==> src/sv/bfb_pkg.sv <==
// shared constants, beat types and control structs of the bit field buffer engine
package bfb_pkg;

    localparam int BUF_BYTES = 64;
    localparam int BYTE_BITS = 8;
    localparam int BUF_BITS  = BUF_BYTES * BYTE_BITS;

    localparam int WORD_BITS = 64;
    localparam int WORD_SH   = $clog2(WORD_BITS);
    localparam int WORDS     = (BUF_BITS + WORD_BITS - 1) / WORD_BITS;
    localparam int WORD_AW   = (WORDS > 1) ? $clog2(WORDS) : 1;

    localparam int MODE_W  = 3;
    localparam int OFS_W   = 9;
    localparam int CNT_W   = 10;
    localparam int END_W   = CNT_W + 1;
    localparam int FIELD_MAX = 64;

    localparam logic [MODE_W-1:0] MODE_GET  = 3'd0;
    localparam logic [MODE_W-1:0] MODE_PUT  = 3'd1;
    localparam logic [MODE_W-1:0] MODE_ZERO = 3'd2;
    localparam logic [MODE_W-1:0] MODE_ONES = 3'd3;
    localparam logic [MODE_W-1:0] MODE_TEST = 3'd4;

    typedef struct packed {
        logic [MODE_W-1:0] mode;
        logic [OFS_W-1:0]  bit_offset;
        logic [CNT_W-1:0]  bit_count;
        logic [63:0]       write_value;
    } req_t;

    typedef struct packed {
        logic [63:0] read_value;
        logic        range_is_zero;
        logic        request_error;
    } rsp_t;

    // per-word controls handed to the word unit
    typedef struct packed {
        logic [MODE_W-1:0]  mode;
        logic [WORD_SH-1:0] ofs_lo;
        logic [WORD_SH-1:0] lo;
        logic [WORD_SH-1:0] hi;
        logic               is_first;
    } alu_ctrl_t;

    typedef struct packed {
        logic [WORD_BITS-1:0] new_word;
        logic                 we;
        logic [63:0]          rd_part;
        logic                 any_one;
    } alu_res_t;

endpackage

==> src/sv/bfb_ram.sv <==
// generic single write port, single read port ram with registered read
module bfb_ram #(
    parameter int WIDTH = 8,
    parameter int DEPTH = 16
) (
    input  logic                             clk,
    input  logic                             we,
    input  logic [$clog2(DEPTH > 1 ? DEPTH : 2)-1:0] waddr,
    input  logic [WIDTH-1:0]                 wdata,
    input  logic                             re,
    input  logic [$clog2(DEPTH > 1 ? DEPTH : 2)-1:0] raddr,
    output logic [WIDTH-1:0]                 rdata
);

    logic [WIDTH-1:0] mem [DEPTH];

    always_ff @(posedge clk)
    begin
        if (we)
        begin
            mem[waddr] <= wdata;
        end
        if (re)
        begin
            rdata <= mem[raddr];
        end
    end

endmodule

==> src/sv/bfb_word_alu.sv <==
// masks one buffer word and merges, extracts or tests the field bits in it
module bfb_word_alu
    import bfb_pkg::*;
(
    input  alu_ctrl_t            ctrl,
    input  logic [WORD_BITS-1:0] word_in,
    input  logic [63:0]          write_value,
    output alu_res_t             res
);

    logic [WORD_BITS-1:0] mask;
    logic [WORD_BITS-1:0] masked;
    logic [WORD_BITS-1:0] ins;
    logic [WORD_SH:0]     shamt;

    always_comb
    begin
        mask   = ({WORD_BITS{1'b1}} << ctrl.lo)
               & ({WORD_BITS{1'b1}} >> (WORD_SH'(WORD_BITS - 1) - ctrl.hi));
        masked = word_in & mask;
        // distance from the field start to bit 0 of the following word
        shamt  = (WORD_SH+1)'(WORD_BITS) - {1'b0, ctrl.ofs_lo};

        if (ctrl.is_first)
        begin
            res.rd_part = masked >> ctrl.ofs_lo;
            ins         = write_value << ctrl.ofs_lo;
        end
        else
        begin
            res.rd_part = masked << shamt;
            ins         = write_value >> shamt;
        end

        res.any_one = |masked;

        unique case (ctrl.mode)
            MODE_PUT:
            begin
                res.new_word = (word_in & ~mask) | (ins & mask);
                res.we       = 1'b1;
            end
            MODE_ZERO:
            begin
                res.new_word = word_in & ~mask;
                res.we       = 1'b1;
            end
            MODE_ONES:
            begin
                res.new_word = word_in | mask;
                res.we       = 1'b1;
            end
            default:
            begin
                res.new_word = word_in;
                res.we       = 1'b0;
            end
        endcase
    end

endmodule

==> src/sv/bit_field_buffer_engine.sv <==
// top level: request sequencer over the word ram of the bit field buffer
//
//  channel | valid     | stall     | beat
//  --------+-----------+-----------+--------------------------------------
//  request | in_valid  | in_stall  | in_data  (mode, offset, count, value)
//  result  | out_valid | out_stall | out_data (read value, zero, error)
//
// a request walks the 64-bit ram words it covers, one word per cycle after a
// read lead-in state: get and put touch one or two words, zero, ones and test
// up to eight. refused or empty requests skip the walk and go straight to the
// finish state. reset clears the per-word valid bits, so the buffer reads as
// zero at once with no clearing pass. a new request is taken while a result
// still waits under out_stall; only the final load waits for the slot.
module bit_field_buffer_engine
    import bfb_pkg::*;
(
    input  logic clk,
    input  logic rst_n,
    input  logic in_valid,
    output logic in_stall,
    input  req_t in_data,
    output logic out_valid,
    input  logic out_stall,
    output rsp_t out_data
);

    typedef enum logic [1:0] {S_IDLE, S_READ, S_MOD, S_FINISH} state_t;

    state_t               state_reg;
    logic [MODE_W-1:0]    mode_reg;
    logic [WORD_SH-1:0]   ofs_lo_reg;
    logic [WORD_SH-1:0]   hi_lo_reg;
    logic [WORD_AW-1:0]   first_reg;
    logic [WORD_AW-1:0]   last_reg;
    logic [WORD_AW-1:0]   cur_reg;
    logic [63:0]          wval_reg;
    logic [63:0]          acc_rd_reg;
    logic                 zero_reg;
    logic                 err_reg;
    logic                 rvalid_reg;
    logic [WORDS-1:0]     wvalid_reg;
    logic                 out_valid_reg;
    rsp_t                 out_reg;

    logic [END_W-1:0]     end_bit;
    logic [END_W-1:0]     last_bit;
    logic                 req_err;
    logic                 mode_ok;

    logic                 ram_re;
    logic [WORD_AW-1:0]   ram_raddr;
    logic [WORD_BITS-1:0] ram_rdata;
    logic [WORD_BITS-1:0] word_data;
    alu_ctrl_t            actrl;
    alu_res_t             ares;
    logic                 in_take;

    assign in_stall  = (state_reg != S_IDLE);
    assign in_take   = in_valid && !in_stall;
    assign out_valid = out_valid_reg;
    assign out_data  = out_reg;

    always_comb
    begin
        end_bit  = END_W'(in_data.bit_offset) + END_W'(in_data.bit_count);
        last_bit = end_bit - END_W'(1);
        mode_ok  = (in_data.mode == MODE_GET) || (in_data.mode == MODE_PUT)
                || (in_data.mode == MODE_ZERO) || (in_data.mode == MODE_ONES)
                || (in_data.mode == MODE_TEST);
        req_err  = !mode_ok || (end_bit > END_W'(BUF_BITS))
                || (((in_data.mode == MODE_GET) || (in_data.mode == MODE_PUT))
                    && (in_data.bit_count > CNT_W'(FIELD_MAX)));
    end

    // words never written read as zero
    assign word_data = ram_rdata & {WORD_BITS{rvalid_reg}};

    always_comb
    begin
        actrl.mode     = mode_reg;
        actrl.ofs_lo   = ofs_lo_reg;
        actrl.is_first = (cur_reg == first_reg);
        actrl.lo       = actrl.is_first ? ofs_lo_reg : '0;
        actrl.hi       = (cur_reg == last_reg) ? hi_lo_reg : WORD_SH'(WORD_BITS - 1);
    end

    bfb_word_alu u_alu (
        .ctrl        (actrl),
        .word_in     (word_data),
        .write_value (wval_reg),
        .res         (ares)
    );

    // read of the next word overlaps the write-back of the current one
    always_comb
    begin
        unique case (state_reg)
            S_READ:
            begin
                ram_re    = 1'b1;
                ram_raddr = cur_reg;
            end
            S_MOD:
            begin
                ram_re    = (cur_reg != last_reg);
                ram_raddr = cur_reg + WORD_AW'(1);
            end
            default:
            begin
                ram_re    = 1'b0;
                ram_raddr = cur_reg;
            end
        endcase
    end

    bfb_ram #(
        .WIDTH (WORD_BITS),
        .DEPTH (WORDS)
    ) u_ram (
        .clk   (clk),
        .we    ((state_reg == S_MOD) && ares.we),
        .waddr (cur_reg),
        .wdata (ares.new_word),
        .re    (ram_re),
        .raddr (ram_raddr),
        .rdata (ram_rdata)
    );

    always_ff @(posedge clk or negedge rst_n)
    begin
        if (!rst_n)
        begin
            state_reg     <= S_IDLE;
            mode_reg      <= '0;
            ofs_lo_reg    <= '0;
            hi_lo_reg     <= '0;
            first_reg     <= '0;
            last_reg      <= '0;
            cur_reg       <= '0;
            wval_reg      <= '0;
            acc_rd_reg    <= '0;
            zero_reg      <= 1'b0;
            err_reg       <= 1'b0;
            rvalid_reg    <= 1'b0;
            wvalid_reg    <= '0;
            out_valid_reg <= 1'b0;
            out_reg       <= '0;
        end
        else
        begin
            // in the finish state the load below decides the slot
            if (out_valid_reg && !out_stall && (state_reg != S_FINISH))
            begin
                out_valid_reg <= 1'b0;
            end

            if (ram_re)
            begin
                rvalid_reg <= wvalid_reg[ram_raddr];
            end

            unique case (state_reg)
                S_IDLE:
                begin
                    if (in_take)
                    begin
                        mode_reg   <= in_data.mode;
                        ofs_lo_reg <= in_data.bit_offset[WORD_SH-1:0];
                        hi_lo_reg  <= last_bit[WORD_SH-1:0];
                        first_reg  <= WORD_AW'(in_data.bit_offset >> WORD_SH);
                        cur_reg    <= WORD_AW'(in_data.bit_offset >> WORD_SH);
                        last_reg   <= WORD_AW'(last_bit >> WORD_SH);
                        wval_reg   <= in_data.write_value;
                        acc_rd_reg <= '0;
                        zero_reg   <= 1'b1;
                        err_reg    <= req_err;
                        if (req_err || (in_data.bit_count == '0))
                        begin
                            state_reg <= S_FINISH;
                        end
                        else
                        begin
                            state_reg <= S_READ;
                        end
                    end
                end
                S_READ:
                begin
                    state_reg <= S_MOD;
                end
                S_MOD:
                begin
                    if (mode_reg == MODE_GET)
                    begin
                        acc_rd_reg <= acc_rd_reg | ares.rd_part;
                    end
                    if (ares.any_one)
                    begin
                        zero_reg <= 1'b0;
                    end
                    if (ares.we)
                    begin
                        wvalid_reg[cur_reg] <= 1'b1;
                    end
                    if (cur_reg == last_reg)
                    begin
                        state_reg <= S_FINISH;
                    end
                    else
                    begin
                        cur_reg <= cur_reg + WORD_AW'(1);
                    end
                end
                S_FINISH:
                begin
                    if (!out_valid_reg || !out_stall)
                    begin
                        out_valid_reg         <= 1'b1;
                        out_reg.read_value    <= acc_rd_reg;
                        out_reg.range_is_zero <= zero_reg && !err_reg
                                                 && (mode_reg == MODE_TEST);
                        out_reg.request_error <= err_reg;
                        state_reg             <= S_IDLE;
                    end
                end
                default:
                begin
                    state_reg <= S_IDLE;
                end
            endcase
        end
    end

endmodule

==> config.mk <==
export PLATFORM = sky130hd
export DESIGN_NAME = bit_field_buffer_engine
export DESIGN_NICKNAME = d
export VERILOG_FILES = /design/src/sv/bfb_pkg.sv /design/src/sv/bfb_ram.sv /design/src/sv/bfb_word_alu.sv /design/src/sv/bit_field_buffer_engine.sv
export SDC_FILE = /design/constraint.sdc
export NUM_CORES = 2
export LEC_CHECK = 0
export BUFFER_PORTS_ARGS = -buffer_cell sky130_fd_sc_hd__buf_4
export CORE_MARGIN = 5
export CORE_UTILIZATION = 33
export DETAILED_ROUTE_END_ITERATION = 8
export GPL_TIMING_DRIVEN = 0
export PLACE_DENSITY = 0.47
export SKIP_LAST_GASP = 1
export SLEW_MARGIN = 5
export SYNTH_ARGS = -nofsm -noshare
export SYNTH_HDL_FRONTEND = slang
export SYNTH_SLANG_ARGS = --single-unit
==> constraint.sdc <==
create_clock -name clk -period 11.5 [get_ports clk]
set_input_delay 2.3 -clock clk [delete_from_list [all_inputs] [get_ports clk]]
set_output_delay 2.3 -clock clk [all_outputs]
set_load 0.02 [all_outputs]
# Word level (Yosys, flattened, before mapping)
# Memory sizes are Yosys's and may differ from the RTL's. A register that Yosys moved wholly into a read port is not among the register bits.
# Index checks and enable logic that the tools add are counted.
dict set report word_totals {
  reg_bits 232
  latch_bits 0
  ram_bits 512
  mem_bits_ro 0
  word_cells 130
  memories 1
}
dict set report classes {
  add_sub_neg 5
  mul 0
  div 0
  order_cmp 5
  n_eq_ne 21
  shift 6
  n_mux 30
  bitwise 10
  reduce_logical 35
}
# name words word_bits read_ports rd_clocked_by_memory_dff write_ports line_no
set mem_list {}
lappend mem_list {u_ram.mem 8 64 1 1 1 bfb_ram.sv:15} ;# logic [WIDTH-1:0] mem [DEPTH];
# cell count
set ops {}
lappend ops {{AND 64 bit} 5}
lappend ops {{2-to-1 mux 64 bit} 4}
lappend ops {{one-hot mux 65 bit (3 select lines)} 1}
lappend ops {{OR 64 bit} 3}
lappend ops {{one-hot mux 64 bit (2 select lines)} 1}
lappend ops {{NOT 64 bit} 1}
lappend ops {{OR reduction 64 bit} 1}
lappend ops {{<< shifter 64 x 6 -> 64 bit} 1}
lappend ops {{<< shifter 64 x 6 -> 64 bit, first input constant} 1}
lappend ops {{<< shifter 64 x 7 -> 64 bit} 1}
lappend ops {{right shift 64 x 6 -> 64 bit} 1}
lappend ops {{right shift 64 x 6 -> 64 bit, first input constant} 1}
lappend ops {{right shift 64 x 7 -> 64 bit} 1}
lappend ops {{equality test 3 x 2 -> 1 bit, second input constant} 4}
lappend ops {{2-to-1 mux 6 bit} 2}
lappend ops {{!= test 2 bit, second input constant} 6}
lappend ops {{AND reduction 3 bit} 4}
lappend ops {{adder 9 x 10 -> 11 bit} 1}
lappend ops {{> comparator 11 x 10 -> 1 bit, second input constant} 1}
lappend ops {{> comparator 10 x 7 -> 1 bit, second input constant} 1}
lappend ops {{logical NOT 10 bit} 1}
lappend ops {{2-to-1 mux 1 bit} 9}
lappend ops {{2-to-1 mux 3 bit} 3}
lappend ops {{subtractor 9 x 1 -> 9 bit, second input constant} 1}
lappend ops {{other kinds (26)} 57}

# Longest topological paths before layout
dict set report logic_depth {
  depth_word 12
  mapped_depth 22
}

# Hierarchy
# Synthesis repeated with hierarchy kept, for this count alone.
dict set report hier_totals {
  hier_cells 4663
  hier_area_um2 52237.6
}
# mod instances cells_per_inst area_each_um2
set modules_own_cells {}
lappend modules_own_cells {bfb_ram 1 816 21187.8}
lappend modules_own_cells {bfb_word_alu 1 3030 21076.5}
lappend modules_own_cells {bit_field_buffer_engine 1 817 9973.3}

# Worst setup path after synthesis
# OpenSTA, ideal clock, no wires.
dict set report synth_path {
  path_type {register to register}
  startpoint {register mode_reg[1]}
  endpoint {register wvalid_reg[0]}
  setup_time_ps 103
  t_arrival_ps 7838
  required_time_ps 11397
  path_slack_ps 3560
  stages_incl_launch_ff 7
  path_buffers 2
  period_less_slack_ps 7940
  path_cell_list {dfrtp_1 clkbuf_1 nor2_1 or2_2 clkbuf_1 nor4_1 or2_2}
}
dict set report synth_between {
  elab_chain_cells 3
  elab_cells_between_ends 5
  classes_between {eq/ne (3); mux (1); reduce/logical (1)}
}
# element line_no
set synth_rtl {}
lappend synth_rtl {{start, declared} bit_field_buffer_engine.sv:30} ;# logic [MODE_W-1:0] mode_reg;
lappend synth_rtl {{start signal, assigned} bit_field_buffer_engine.sv:167} ;# mode_reg <= in_data.mode;
lappend synth_rtl {{equality test 3 x 2 -> 1 bit / equality test 3 x 1 -> 1 bit (equally long branches)} bfb_word_alu.sv:37} ;# unique case (ctrl.mode)
lappend synth_rtl {{one-hot mux 65 bit (3 select lines) *} bfb_word_alu.sv:37}
lappend synth_rtl {{AND reduction 2 bit (no line) *} --}
lappend synth_rtl {{end signal, assigned} bit_field_buffer_engine.sv:145} ;# wvalid_reg <= '0;
lappend synth_rtl {{end signal, assigned by index} bit_field_buffer_engine.sv:203} ;# wvalid_reg[cur_reg] <= 1'b1;
lappend synth_rtl {{end, declared} bit_field_buffer_engine.sv:41} ;# logic [WORDS-1:0] wvalid_reg;
# Every way passes the cells marked *; elsewhere a longest branch is shown, timed or not.
# A chain may end at the register's enable or synchronous reset.

==> results by group <==
Floorplanning
  • I/O pin count: around 160
  • Y dimension of the die: between 400 and 500 um
  • Starting Density: 33.1%
  • Area of the die: around 160000 um2
  • Core footprint: 156000 um2
  • Row count: about 150
  • Die extent in x: between 400 and 500 um

Cells and area
  • FILL cells: between 15000 and 20000
  • Area growth syn-to-layout: 15.9%
  • Final Core Density: approximately two fifths
  • Register with the most flip-flops: u_ram.mem
  • Fraction of final layout cells with drive strength greater than 1: a little under a quarter
  • Final design area excluding fillers: ~60000 um2
  • Flip-flop count of the largest register after layout: between 500 and 600
  • Layout Nets: just over 5000

Routing
  • Total wire length: between 300000 and 400000 um
  • Via count: between 50000 and 60000
  • Routed length on met2: roughly 150000 um
  • Amount of wire on met3 after detailed routing: 40100 um
  • Number of design-rule violations left by the first detailed-router iteration: 8276
  • Number of nets with antenna violations after routing: 0
  • Routed met1 length: ~130000 um
  • Wire length per cell: about 50 um
  • Drt first pass iters: 8
  • Top Layer Used: met5
  • Detailed-route DRC error count: 0
  • Via/cell ratio: just over 7

CTS
  • Worst-skew pair later-pin latency: approximately 760 ps
  • Maximum clock insertion buffer count: 3
  • TritonCTS buffer count: 89
  • Clock-pin slew on the worst setup and hold paths: about 60 ps
  • TritonCTS clock tree: done
  • CTS Root Cell: sky130_fd_sc_hd__clkbuf_16
  • Deepest level of the CTS H-tree: 3
  • Sinks on the clock net: around 810
  • Hold-fix buffer count after cts: 0
  • Setup bufs post-CTS: 0

Synth
  • Register bit total from synthesis: approximately 810
  • Count of synthesis-stage warnings from yosys: 0
  • Post-synthesis instance area: 51500 um2
  • Count of flip-flops with a built-in enable after synthesis: 576
  • Library cell with the largest summed area after synthesis: sky130_fd_sc_hd__edfxtp_1
  • Library cells used by synthesis: 90
  • FFs w/ async S/R, synth: between 20 and 30%
  • Top cell type's share of synthesized area: 33.6%
  • Net Count, Synth: about 4700
  • Top post-synthesis cells by area: sky130_fd_sc_hd__edfxtp_1, sky130_fd_sc_hd__mux4_2, sky130_fd_sc_hd__dfrtp_1, sky130_fd_sc_hd__mux2_2, sky130_fd_sc_hd__nor2_1
  • Instance count of the mapped netlist: between 4000 and 5000
  • Sequential area share after synthesis: ~45%
  • Mean cell area of the mapped netlist: roughly 11 um2
  • Dominant register cell in the synthesized netlist: sky130_fd_sc_hd__edfxtp_1

STA
  • Final WS setup: -382 ps
  • Number of hold-slack violations in the final timing report: 0
  • Total count of max-transition violations in the final report: 100
  • Crit path time final: between 10000 and 15000 ps
  • Relative slew slack: -6.81%
  • RSZ-0062 raised after global routing: no
  • Clock Skew: 74.0 ps
  • Total of endpoints with negative setup slack in the final report: 52
  • Share of the clock period used by the worst path after layout: 103%
  • Actual transition at the worst max-transition pin: 1600 ps
  • Max frequency: around 84 MHz
  • Min Hold Slack: between 400 and 500 ps

Worst setup path
  • Worst Path Required: roughly 12000 ps
  • Critical path origin: ofs_lo_reg[1]$_DFFE_PN0P_
  • Data arrival time at the worst-slack endpoint: approximately 12000 ps
  • Endpoint of the worst register-to-register path: u_ram.mem[6][3]$_DFFE_PP_
  • Maximum fanout encountered on the critical timing path: 10
  • Type of destination of the critical path: flip-flop
  • Worst Path Class, Setup: flip-flop to flip-flop
  • Startpoint of the most critical register-to-register path: ofs_lo_reg[1]$_DFFE_PN0P_
  • Depth of the most critical reg-to-reg path: 20
  • Reg2reg setup slack: -380 ps
  • Nature of the critical path startpoint: flip-flop

Min path
  • Worst hold path class: flip-flop to flip-flop
  • Worst hold endpoint: wvalid_reg[0]$_DFFE_PN0P_
  • Number of cells traversed by the worst hold path: 1
  • Startpoint of the tightest hold check path: wvalid_reg[0]$_DFFE_PN0P_

GRT
  • Grt total ovfl: 0
  • Maximum number of pins on one net before global-route repair: approximately 110
  • First-pass GRT wire length: approximately 460000 um
  • Vias in the first global route: 47541
  • GRT Util Overall: 42.0%
  • Number of antenna violations at the first check in global routing: 19

Run status
  • Result of the run: finished with violations
  • Violations in the final reports: capacitance limit, slew limit, setup timing

Placed design
  • Instance area at placement: ~57000 um2
  • Post-detail-place hpwl: between 200000 and 300000 um
  • Worst setup slack after placement: -329 ps
  • Count of buffers inserted at the top-level ports: approximately 160
  • Routability cong.: about 1.1

Job
  • # Max-Cap Violations: 18
[area by class of cell]
class	instances	area (um2)	share of cell area, %
antenna	16	40.0	0.0671
clock buffer	112	2390	4.01
inverter	38	143	0.239
timing repair buffer	275	2300	3.85
clock inverter	49	495	0.830
sequential	808	23100	38.7
buffer	422	1700	2.85
tap	2058	2570	4.31
multi-input combinational	3348	27000	45.2
[cells in the final DEF (no fill, tap or decap), drive strengths merged, types with 27 or more instances in the layout]
| master | instances |
|---|---|
| and2 | 36 |
| edfxtp | 576 |
| nand3 | 77 |
| a2111oi | 41 |
| inv | 41 |
| o21a | 27 |
| clkinv | 40 |
| mux4 | 281 |
| nand2b | 29 |
| or2 | 27 |
| clkbuf | 400 |
| o22ai | 69 |
| a221oi | 33 |
| a21oi | 238 |
| a22o | 30 |
| a211oi | 118 |
| nand4 | 32 |
| nor2 | 464 |
| a31oi | 95 |
| dfrtp | 232 |
| o21ai | 232 |
| buf | 406 |
| nand2 | 331 |
| nor3 | 101 |
| o211ai | 67 |
| a22oi | 91 |
| mux2 | 261 |
| mux2i | 171 |
[worst max-delay path by stage]
stage,slack [ps],depth (start not counted),to
finish,-380,20,u_ram.mem[6][3]$_DFFE_PP_
global route,70,20,u_ram.mem[6][3]$_DFFE_PP_
CTS,5,20,u_ram.mem[6][3]$_DFFE_PP_
detailed placement,-330,20,u_ram.mem[4][3]$_DFFE_PP_
global placement,-5720,6,wvalid_reg[0]$_DFFE_PN0P_
floorplan,3560,6,wvalid_reg[0]$_DFFE_PN0P_
[synth_stat cells, types with 101 or more instances]
| library cell | count |
|---|---|
| sky130_fd_sc_hd__edfxtp_1 | 576 |
| sky130_fd_sc_hd__nor2_1 | 464 |
| sky130_fd_sc_hd__nand2_1 | 331 |
| sky130_fd_sc_hd__clkbuf_1 | 285 |
| sky130_fd_sc_hd__mux4_2 | 281 |
| sky130_fd_sc_hd__mux2_2 | 261 |
| sky130_fd_sc_hd__a21oi_1 | 237 |
| sky130_fd_sc_hd__dfrtp_1 | 232 |
| sky130_fd_sc_hd__o21ai_0 | 230 |
| sky130_fd_sc_hd__mux2i_1 | 171 |
| sky130_fd_sc_hd__a211oi_1 | 118 |
| sky130_fd_sc_hd__nor3_1 | 101 |
[worst max-delay path: stages, from the launching register on]
cell and delay (ps):
sky130_fd_sc_hd__dfrtp_1 440, sky130_fd_sc_hd__clkbuf_1 310, sky130_fd_sc_hd__buf_2 300, sky130_fd_sc_hd__buf_2 310, sky130_fd_sc_hd__inv_1 440, sky130_fd_sc_hd__clkbuf_2 580
sky130_fd_sc_hd__clkdlybuf4s15_1 1020, sky130_fd_sc_hd__clkbuf_1 780, sky130_fd_sc_hd__buf_1 830, sky130_fd_sc_hd__ha_1 550, sky130_fd_sc_hd__xor2_1 760, sky130_fd_sc_hd__clkbuf_1 830
sky130_fd_sc_hd__clkdlybuf4s15_1 970, sky130_fd_sc_hd__buf_2 560, sky130_fd_sc_hd__buf_1 850, sky130_fd_sc_hd__o211ai_1 210, sky130_fd_sc_hd__o311ai_0 180, sky130_fd_sc_hd__nand3_1 150
sky130_fd_sc_hd__o21ai_0 430, sky130_fd_sc_hd__nand3_1 260, sky130_fd_sc_hd__a31oi_2 640
[through the flow]
stage                     cells  setup TNS (ps)
after floorplan            4616               0
after global placement     6831        -1190480
after detailed placement   6946           -2630
after CTS                  7107               0
after global routing       7112               0
final                      7126           -9980
[per-layer routing]
metal,up-vias,GRT usage [%]
met3,1191,14.2
met4,12,30.0
met2,4102,60.3
li1,19139,-
met5,-,0.535
met1,25985,52.7
[timing repair]
action,in CTS,in global routing
pin swaps,0,0
gates resized for setup,2,2
endpoints found under the setup margin,8,8
hold endpoints to repair,0,0
[kinds of logic (layout without fill, tap and decap cells)]
logic type | after synthesis | in the layout | synth area share (%)
other | 0 | 16 | 0
multiplexers | 713 | 713 | 21.3
flip-flops | 808 | 808 | 44.8
adder cells (fa/ha/maj) | 18 | 18 | 0.452
XOR/XNOR | 32 | 32 | 0.617
AND/OR/NAND/NOR | 1196 | 1196 | 10.4
buffers and inverters | 460 | 896 | 3.52
AO/OA/AOI/OAI | 1389 | 1389 | 18.9
Power is not shown: default switching activity piles up to over one toggle a cycle in this logic, so the estimate is an artifact.
